### src/rtl/core/ljp_pkg.sv
// Shared types, constants and the pair micro-program of the Lennard-Jones force unit.
// No dependencies; ljp_mul, ljp_datapath, ljp_ctrl and the top level import this package.
`timescale 1ns / 1ps
`default_nettype none

package ljp_pkg;

    localparam int MAX_PARTICLES_DEF = 64;
    localparam int POS_W             = 24;
    localparam int BOX_W             = 24;
    localparam int FORCE_W           = 48;
    localparam int INDEX_W           = 6;
    localparam int STEP_W            = 5;
    localparam int PAIR_STEPS        = 22;

    localparam logic [BOX_W-1:0]   BOX_RESET = 24'd655360;
    localparam logic [49:0]        CORE_R    = 50'd67108864;
    localparam logic [63:0]        PAIR_MAX  = 64'd140737488355327;
    localparam logic [63:0]        T_HALF    = 64'd2147483648;

    typedef struct packed {
        logic [POS_W-1:0] pos_x;
        logic [POS_W-1:0] pos_y;
        logic             last;
    } in_beat_t;

    typedef struct packed {
        logic [INDEX_W-1:0]        particle_index;
        logic signed [FORCE_W-1:0] force_x;
        logic signed [FORCE_W-1:0] force_y;
        logic                      saturated;
        logic                      last_result;
    } out_beat_t;

    typedef enum logic [4:0] {
        OP_NOP, OP_LOAD, OP_CLR, OP_RD_POS, OP_CAP_I, OP_CAP_J, OP_DIFF,
        OP_DIV_X, OP_DIV_Y, OP_MUL_X2, OP_MUL_Y2, OP_DIV_R,
        OP_MUL_S2, OP_MUL_S3, OP_MUL_S4, OP_MUL_AX, OP_MUL_AY, OP_MUL_MX, OP_MUL_MY,
        OP_FORCE, OP_RD_ACC, OP_UPD_I, OP_UPD_J, OP_EMIT_CAP
    } dp_op_t;

    typedef enum logic [1:0] {SH_0, SH_16, SH_32, SH_48} sh_sel_t;

    typedef struct packed {
        logic               go;
        dp_op_t             op;
        logic [INDEX_W-1:0] addr;
        logic               last;
    } dp_cmd_t;

    function automatic logic op_is_mul(input dp_op_t op);
        case (op) inside
            OP_MUL_X2, OP_MUL_Y2, OP_MUL_S2, OP_MUL_S3, OP_MUL_S4,
            OP_MUL_AX, OP_MUL_AY, OP_MUL_MX, OP_MUL_MY: return 1'b1;
            default: return 1'b0;
        endcase
    endfunction

    function automatic logic op_is_div(input dp_op_t op);
        case (op) inside
            OP_DIV_X, OP_DIV_Y, OP_DIV_R: return 1'b1;
            default: return 1'b0;
        endcase
    endfunction

    function automatic logic op_is_long(input dp_op_t op);
        return op_is_mul(op) | op_is_div(op);
    endfunction

    // One pair evaluation: fetch both positions, wrap, 1/r^2 powers, forces, two updates.
    function automatic dp_op_t pair_op(input logic [STEP_W-1:0] step);
        case (step)
            5'd0:    return OP_RD_POS;
            5'd1:    return OP_CAP_I;
            5'd2:    return OP_RD_POS;
            5'd3:    return OP_CAP_J;
            5'd4:    return OP_DIFF;
            5'd5:    return OP_DIV_X;
            5'd6:    return OP_DIV_Y;
            5'd7:    return OP_MUL_X2;
            5'd8:    return OP_MUL_Y2;
            5'd9:    return OP_DIV_R;
            5'd10:   return OP_MUL_S2;
            5'd11:   return OP_MUL_S3;
            5'd12:   return OP_MUL_S4;
            5'd13:   return OP_MUL_AX;
            5'd14:   return OP_MUL_AY;
            5'd15:   return OP_MUL_MX;
            5'd16:   return OP_MUL_MY;
            5'd17:   return OP_FORCE;
            5'd18:   return OP_RD_ACC;
            5'd19:   return OP_UPD_I;
            5'd20:   return OP_RD_ACC;
            default: return OP_UPD_J;
        endcase
    endfunction

    // The second position read and both steps of the second update address particle j.
    function automatic logic pair_uses_j(input logic [STEP_W-1:0] step);
        return (step == 5'd2) || (step == 5'd20) || (step == 5'd21);
    endfunction

endpackage

`default_nettype wire

### src/rtl/core/ljp_ctrl.sv
// Controller: load counting, accumulator clearing sweep, pair loop sequencing and
// result emission. Depends on ljp_pkg.
`timescale 1ns / 1ps
`default_nettype none

module ljp_ctrl import ljp_pkg::*; #(
    parameter int MAX_PARTICLES = MAX_PARTICLES_DEF
) (
    input  wire logic aclk,
    input  wire logic aresetn,
    input  wire logic s_valid,
    input  wire logic s_last,
    output logic      s_ready,
    output logic      m_valid,
    input  wire logic m_ready,
    input  wire logic dp_done,
    output dp_cmd_t   cmd
);

    localparam int IDX_W = $clog2(MAX_PARTICLES);
    localparam int CNT_W = $clog2(MAX_PARTICLES + 1);

    typedef enum logic [2:0] {
        ST_LOAD, ST_CLEAR, ST_PAIR, ST_WAIT, ST_EMIT_RD, ST_EMIT_CAP, ST_EMIT_OUT
    } state_t;

    state_t            state_reg, state_next;
    logic [IDX_W-1:0]  ld_reg, ld_next, i_reg, i_next, j_reg, j_next, k_reg, k_next;
    logic [CNT_W-1:0]  n_reg, n_next, n_m1, n_m2;
    logic [STEP_W-1:0] step_reg, step_next;
    logic              m_valid_reg, m_valid_next;
    logic              adv;
    dp_op_t            cur_op;

    assign n_m1    = n_reg - CNT_W'(1);
    assign n_m2    = n_reg - CNT_W'(2);
    assign cur_op  = pair_op(step_reg);
    assign s_ready = (state_reg == ST_LOAD);
    assign m_valid = m_valid_reg;

    always_comb begin
        state_next   = state_reg;
        ld_next      = ld_reg;
        n_next       = n_reg;
        i_next       = i_reg;
        j_next       = j_reg;
        k_next       = k_reg;
        step_next    = step_reg;
        m_valid_next = m_valid_reg;
        adv          = 1'b0;
        cmd          = '0;
        cmd.op       = OP_NOP;
        unique case (state_reg)
            ST_LOAD: begin
                cmd.go   = s_valid;
                cmd.op   = OP_LOAD;
                cmd.addr = INDEX_W'(ld_reg);
                if (s_valid) begin
                    // A full store starts the run as a marked beat does.
                    if (s_last || ld_reg == IDX_W'(MAX_PARTICLES - 1)) begin
                        n_next     = CNT_W'(ld_reg) + CNT_W'(1);
                        ld_next    = '0;
                        k_next     = '0;
                        state_next = ST_CLEAR;
                    end else begin
                        ld_next = ld_reg + IDX_W'(1);
                    end
                end
            end
            ST_CLEAR: begin
                cmd.go   = 1'b1;
                cmd.op   = OP_CLR;
                cmd.addr = INDEX_W'(k_reg);
                if (CNT_W'(k_reg) == n_m1) begin
                    k_next     = '0;
                    i_next     = '0;
                    j_next     = IDX_W'(1);
                    step_next  = '0;
                    state_next = (n_reg == CNT_W'(1)) ? ST_EMIT_RD : ST_PAIR;
                end else begin
                    k_next = k_reg + IDX_W'(1);
                end
            end
            ST_PAIR: begin
                cmd.go   = 1'b1;
                cmd.op   = cur_op;
                cmd.addr = INDEX_W'(pair_uses_j(step_reg) ? j_reg : i_reg);
                if (op_is_long(cur_op)) begin
                    state_next = ST_WAIT;
                end else begin
                    adv = 1'b1;
                end
            end
            ST_WAIT: begin
                if (dp_done) begin
                    adv        = 1'b1;
                    state_next = ST_PAIR;
                end
            end
            ST_EMIT_RD: begin
                cmd.go     = 1'b1;
                cmd.op     = OP_RD_ACC;
                cmd.addr   = INDEX_W'(k_reg);
                state_next = ST_EMIT_CAP;
            end
            ST_EMIT_CAP: begin
                cmd.go       = 1'b1;
                cmd.op       = OP_EMIT_CAP;
                cmd.addr     = INDEX_W'(k_reg);
                cmd.last     = (CNT_W'(k_reg) == n_m1);
                m_valid_next = 1'b1;
                state_next   = ST_EMIT_OUT;
            end
            ST_EMIT_OUT: begin
                if (m_ready) begin
                    m_valid_next = 1'b0;
                    if (CNT_W'(k_reg) == n_m1) begin
                        state_next = ST_LOAD;
                    end else begin
                        k_next     = k_reg + IDX_W'(1);
                        state_next = ST_EMIT_RD;
                    end
                end
            end
            default: state_next = ST_LOAD;
        endcase
        if (adv) begin
            if (step_reg == STEP_W'(PAIR_STEPS - 1)) begin
                step_next = '0;
                if (CNT_W'(j_reg) == n_m1) begin
                    if (CNT_W'(i_reg) == n_m2) begin
                        k_next     = '0;
                        state_next = ST_EMIT_RD;
                    end else begin
                        i_next = i_reg + IDX_W'(1);
                        j_next = i_reg + IDX_W'(2);
                    end
                end else begin
                    j_next = j_reg + IDX_W'(1);
                end
            end else begin
                step_next = step_reg + STEP_W'(1);
            end
        end
    end

    always_ff @(posedge aclk) begin
        if (!aresetn) begin
            state_reg   <= ST_LOAD;
            ld_reg      <= '0;
            n_reg       <= '0;
            i_reg       <= '0;
            j_reg       <= '0;
            k_reg       <= '0;
            step_reg    <= '0;
            m_valid_reg <= 1'b0;
        end else begin
            state_reg   <= state_next;
            ld_reg      <= ld_next;
            n_reg       <= n_next;
            i_reg       <= i_next;
            j_reg       <= j_next;
            k_reg       <= k_next;
            step_reg    <= step_next;
            m_valid_reg <= m_valid_next;
        end
    end

endmodule

`default_nettype wire

### config.mk
export PLATFORM = sky130hd
export DESIGN_NAME = ljp_ctrl
export DESIGN_NICKNAME = d
export VERILOG_FILES = /design/src/rtl/core/ljp_pkg.sv /design/src/rtl/core/ljp_ctrl.sv
export SDC_FILE = /design/constraint.sdc
export NUM_CORES = 1
export LEC_CHECK = 0
export BUFFER_PORTS_ARGS = -buffer_cell sky130_fd_sc_hd__buf_2
export CORE_ASPECT_RATIO = 2
export CORE_MARGIN = 2
export CORE_UTILIZATION = 50
export CTS_CLUSTER_DIAMETER = 80
export DETAILED_ROUTE_END_ITERATION = 16
export GPL_ROUTABILITY_DRIVEN = 0
export PLACE_DENSITY_LB_ADDON = 0.15
export SLEW_MARGIN = 20
export SYNTH_ARGS = -nofsm -noshare
export SYNTH_HDL_FRONTEND = slang
export SYNTH_SLANG_ARGS = --single-unit
### constraint.sdc
create_clock -name aclk -period 7.3 [get_ports aclk]
set_clock_uncertainty 0.05 [all_clocks]
set_input_delay 0.365 -clock aclk [delete_from_list [all_inputs] [get_ports aclk]]
set_output_delay 0.365 -clock aclk [all_outputs]
set_load 0.1 [all_outputs]
* Word level (Yosys, flattened, before mapping)
Memory sizes are Yosys's and may differ from the RTL's. A register that Yosys moved wholly into a read port is not among the register bits.
Index checks and enable logic that the tools add are counted.
** Storage, ports and cells
- Flip-flop bits (word level) :: 40
- ROM bits :: 160
- Input bits :: 6
- Output and inout bits :: 15
- Logic and storage cells :: 113
- Memories :: 1
** Memory list
- (name not given) :: depth 32, bits a word 5, rd ports 1, clocked after Yosys merged registers in 1, write ports 0, line ljp_pkg.sv:72 : case (step)
** Operators by class
- Add/sub/neg operators :: 9
- Eq/ne operators :: 27
- Muxes and demuxes :: 54
- Bitwise operators :: 1
- Reduce and logical (&&, ||, !) cells :: 13
** Operators with widths (count)
- $mux W6 :: 23
- $pmux W12 S5 :: 1
- $eq A5 B4 Y1 const B :: 8
- $mux W3 :: 12
- $mux W5 :: 6
- $eq A5 B5 Y1 const B :: 5
- $add A6 B1 Y6 const B :: 4
- $eq A6 B7 Y1 :: 3
- $pmux W3 S7 :: 1
- $pmux W6 S3 :: 1
- $eq A3 B3 Y1 const B :: 3
- $reduce_or A9 Y1 :: 1
- $mux W1 :: 8
- $add A6 B1 Y7 const B :: 1
- $eq A7 B1 Y1 const B :: 1
- $sub A7 B1 Y7 const B :: 1
- $sub A7 B2 Y7 const B :: 1
- $add A6 B2 Y6 const B :: 1
- $eq A3 B2 Y1 const B :: 2
- $eq A6 B6 Y1 const B :: 1
- $reduce_and A2 Y1 :: 3
- $reduce_bool A2 Y1 :: 3
- $add A5 B1 Y5 const B :: 1
- $eq A5 B2 Y1 const B :: 1
- 9 further kinds :: 12

* Depth between registers and ports, before layout
- Word-level depth :: 11
- Depth in mapped cells :: 14
- Depth with buffers taken out :: 13

* Worst setup path before layout
OpenSTA, ideal clock, no wires.
- Kind :: flip-flop to flip-flop
- Start :: register state_reg[0]
- End :: register state_reg[0]
- Library setup time :: 66 ps
- Arrival time :: 3373 ps
- Data required time :: 7184 ps
- Setup slack :: 3811 ps
- Stages on the path, launching flop included :: 11
- Path buffers :: 3
- Period minus slack after synthesis :: 3489 ps
- Cell sequence :: dfxtp_1 -> buf_2 -> or2_2 -> buf_2 -> nor2_1 -> nand2_1 -> nor2_1 -> buf_2 -> nor2_1 -> o22a_1 -> nor2_1
** On the way
- Elaborated cells between the ends (all ways) :: 19
- Classes of those cells :: eq/ne: 6; mux: 12; reduce/logical: 1
** RTL lines
- start: declaration :: line ljp_ctrl.sv:27 : state_t state_reg, state_next;
- start signal: assignment :: line ljp_ctrl.sv:158 : state_reg <= state_next;
- $logic_not A3 Y1 (*)
- net s_ready :: line ljp_ctrl.sv:13 : output logic s_ready,
- $pmux W3 S7 (*) :: line ljp_ctrl.sv:53 : unique case (state_reg)
- $mux W3 :: line ljp_ctrl.sv:131 : if (CNT_W'(i_reg) == n_m2) begin
- $mux W3 :: line ljp_ctrl.sv:130 : if (CNT_W'(j_reg) == n_m1) begin
- $mux W3 :: line ljp_ctrl.sv:128 : if (step_reg == STEP_W'(PAIR_STEPS - 1)) begin
- $mux W3 (*) :: line ljp_ctrl.sv:127 : if (adv) begin
The timed path passes the listed nets; every way through them passes the cells marked *.
A chain may end at the register's enable or synchronous reset.

==> summary.txt <==
Synth
  • Mapped Nets: 435
  • Share of the synthesized area in the top cell type: 0.263
  • Post-synth EDFFs: 0
  • Sequential-to-total area share from yosys stat: 0.263
  • Synth top cells by count: 45 x dfxtp_1, 26 x nand2_1, 26 x nor2_1, 24 x nand3_1, 23 x xnor2_1
  • Flops & latches, synth: 45
  • Syn. warnings: 0
  • Async SR Flop Fraction: 0
  • Dominant synthesized flop cell: dfxtp_1
  • Mapped Area: roughly 3400 µm²
  • Cells after synthesis: roughly 410
  • Count leader, synth: dfxtp_1
  • Syn avg cell area: just over 8 µm²
  • Synth unique cells: 72
  • Synth top area cells: dfxtp_1 26%, xnor2_1 5.9%, ha_1 5.8%, mux2i_1 4.1%, nand3_1 3.5%
  • Cell taking the most area after synthesis: dfxtp_1

Timing
  • Max-slew headroom: 0.369
  • RSZ-0062 raised after global routing: no
  • Final min period: 3.12 ns
  • Max Clk Rate: about 320 MHz
  • Setup-failing EPs final: 0
  • Final Hold Vio Count: 0
  • Final hold slack: roughly 0.37 ns
  • Setup TNS: 0 ns
  • Max Slew Vio Count: 0
  • Worst slew pin tran: 0.946 ns
  • Final period util: 0.427

Clock network
  • Sink Count: 45
  • Post-cts hold buffer count: 0
  • CTS root buffer: clkbuf_16
  • CTS tree: yes
  • Worst skew pair latency: slightly below 0.3 ns
  • Postcts setup bufs: 0
  • Post-CTS resize count: 0
  • Clock Tree Buf Depth: 2
  • TritonCTS Buffers: 5
  • Clock-pin transition on the worst setup and hold timing paths: ~0.060 ns
  • H-tree depth: 2

Critical path
  • WP data arrival: about 2.7 ns
  • Worst-path cell chain: ha_1 > o211ai_1 > a21oi_1 > mux2i_1 > o22ai_1 > buf_2
  • Largest stage delay on the critical path: 0.70 ns
  • CP Class: flip-flop to output pin
  • Max FO, Critical Path: 6
  • CP endpoint kind: output pin
  • CP required: 6.88 ns
  • CP max stage cell: a21oi_1
  • Startpoint type of the worst setup path: flip-flop

Finish
  • # fillers: about 660
  • Final Util: 0.555
  • Antenna diode count: 0
  • Final Cell Area: ~3700 µm²
  • Nets: 440
  • Area growth syn-to-layout: 7.19%
  • Layout cells sized above 1: 0.138
  • Max reg flops: 7

Hold path
  • Worst hold path class: input pin to flip-flop

Place
  • Post-DP HPWL: 6.87 mm
  • Port buffer count: 20
  • Placed instance area: roughly 3500 µm²

Route
  • DRT iter0 DRCs: about 170
  • 1st-pass router iterations: 5
  • ANT nets after route: 0
  • Via-to-Cell Ratio: 5.90
  • Routed WL per cell: around 18 µm
  • Routed via count: ~3.0k
  • WL final: roughly 9.0 mm
  • Post-route DRC: 0

Floorplanning
  • Die area: between 7000 and 8000 µm²
  • Rows: 42
  • Die Width: 62.6 µm
  • Core Region: between 6000 and 7000 µm²
  • # IOs: 21
  • Initial Utilization: 0.518
  • Die height: 121 µm

Power and ir drop
  • VDD IR-drop max: around 0.00012 V
  • Pwr/cell area: between 150 and 200 nW/µm²
  • Leakage power: roughly 1.4 nW
  • Total power: about 0.56 mW

Global route
  • Initial antenna violation count: 0
  • Largest net degree at the start of global routing: 40
  • Grt ovf: 0
  • Vias in the first global route: roughly 3.0k
  • First-pass GRT wire length: about 15 mm
  • Overall Global Routing Usage: 0.248

Flow run
  • Max Cap Viol: 0

Outcome
  • Status: finished clean
==> metrics by stage <==
stage	cells	setup WS, ns
floorplan	413	3.81
global placement	499	4.36
detailed placement	499	4.23
CTS	507	4.19
global route	507	4.00
finish	507	4.18
==> worst max-delay path, delay by kind of cell, from the launching register on <==
kind                     cells  cell delay [ns]
buffers and inverters        1             0.49
AO/OA/AOI/OAI                3             1.05
adder cells (fa/ha/maj)      1             0.21
flip-flops                   1             0.47
multiplexers                 1             0.18
==> final cells by class <==
class,count,area (µm²),area share
Clock buffer,5,125,0.0340
Timing Repair Buffer,20,100,0.0272
Sequential cell,45,901,0.245
Tap cell,88,110,0.0300
Clock inverter,3,17.5,0.00477
Inverter,20,75.1,0.0204
Multi-Input combinational cell,326,2350,0.639
==> layer usage <==
layer | up-vias | global-route usage | wire [µm]
met5 | - | 0 | 0
met2 | 44 | 0.513 | 5330
li1 | 1482 | - | -
met3 | 10 | 0.0297 | 174
met1 | 1454 | 0.235 | 3310
met4 | 0 | 0.106 | 187
==> path summary, 6_finish.rpt <==
path | slack, ns | depth (start not counted) | endpoint | start
worst max register to register | 4.23 | 11 | cur_op[2] | n_reg[2]
worst max-delay path | 4.18 | 6 | cmd[1] | step_reg[0]
worst min-delay path | 0.37 | 4 | m_valid | m_ready
worst min register to register | 0.41 | 2 | m_valid | m_valid
==> report_power, final <==
group / total, mW / internal [mW] / switching, mW
combinational: 0.0834 / 0.0288 / 0.0545
clock: 0.225 / 0.126 / 0.0994
sequential: 0.256 / 0.249 / 0.00719
==> layout by cell type, fill, tap and decap left out, types with 14 or more instances in the layout <==
cell type | synthesis | layout
dfxtp_1 | 45 | 45
nor2_1 | 26 | 26
nand2_1 | 26 | 26
nand3_1 | 24 | 24
xnor2_1 | 23 | 23
o21ai_0 | 22 | 22
buf_2 | 6 | 20
inv_1 | 19 | 19
a21oi_1 | 19 | 19
nor2b_1 | 17 | 17
ha_1 | 16 | 16
mux2i_1 | 14 | 14
==> cells by family after synthesis <==
kind of cell | Yosys count | synth area share
mux | 16 | 0.0507
buf+inv | 42 | 0.0529
simple gates | 153 | 0.249
compound gates | 104 | 0.228
flops | 45 | 0.263
fa+ha+maj | 16 | 0.0584
xor+xnor | 37 | 0.0985
No activity file was read; power rests on OpenSTA's default activity.
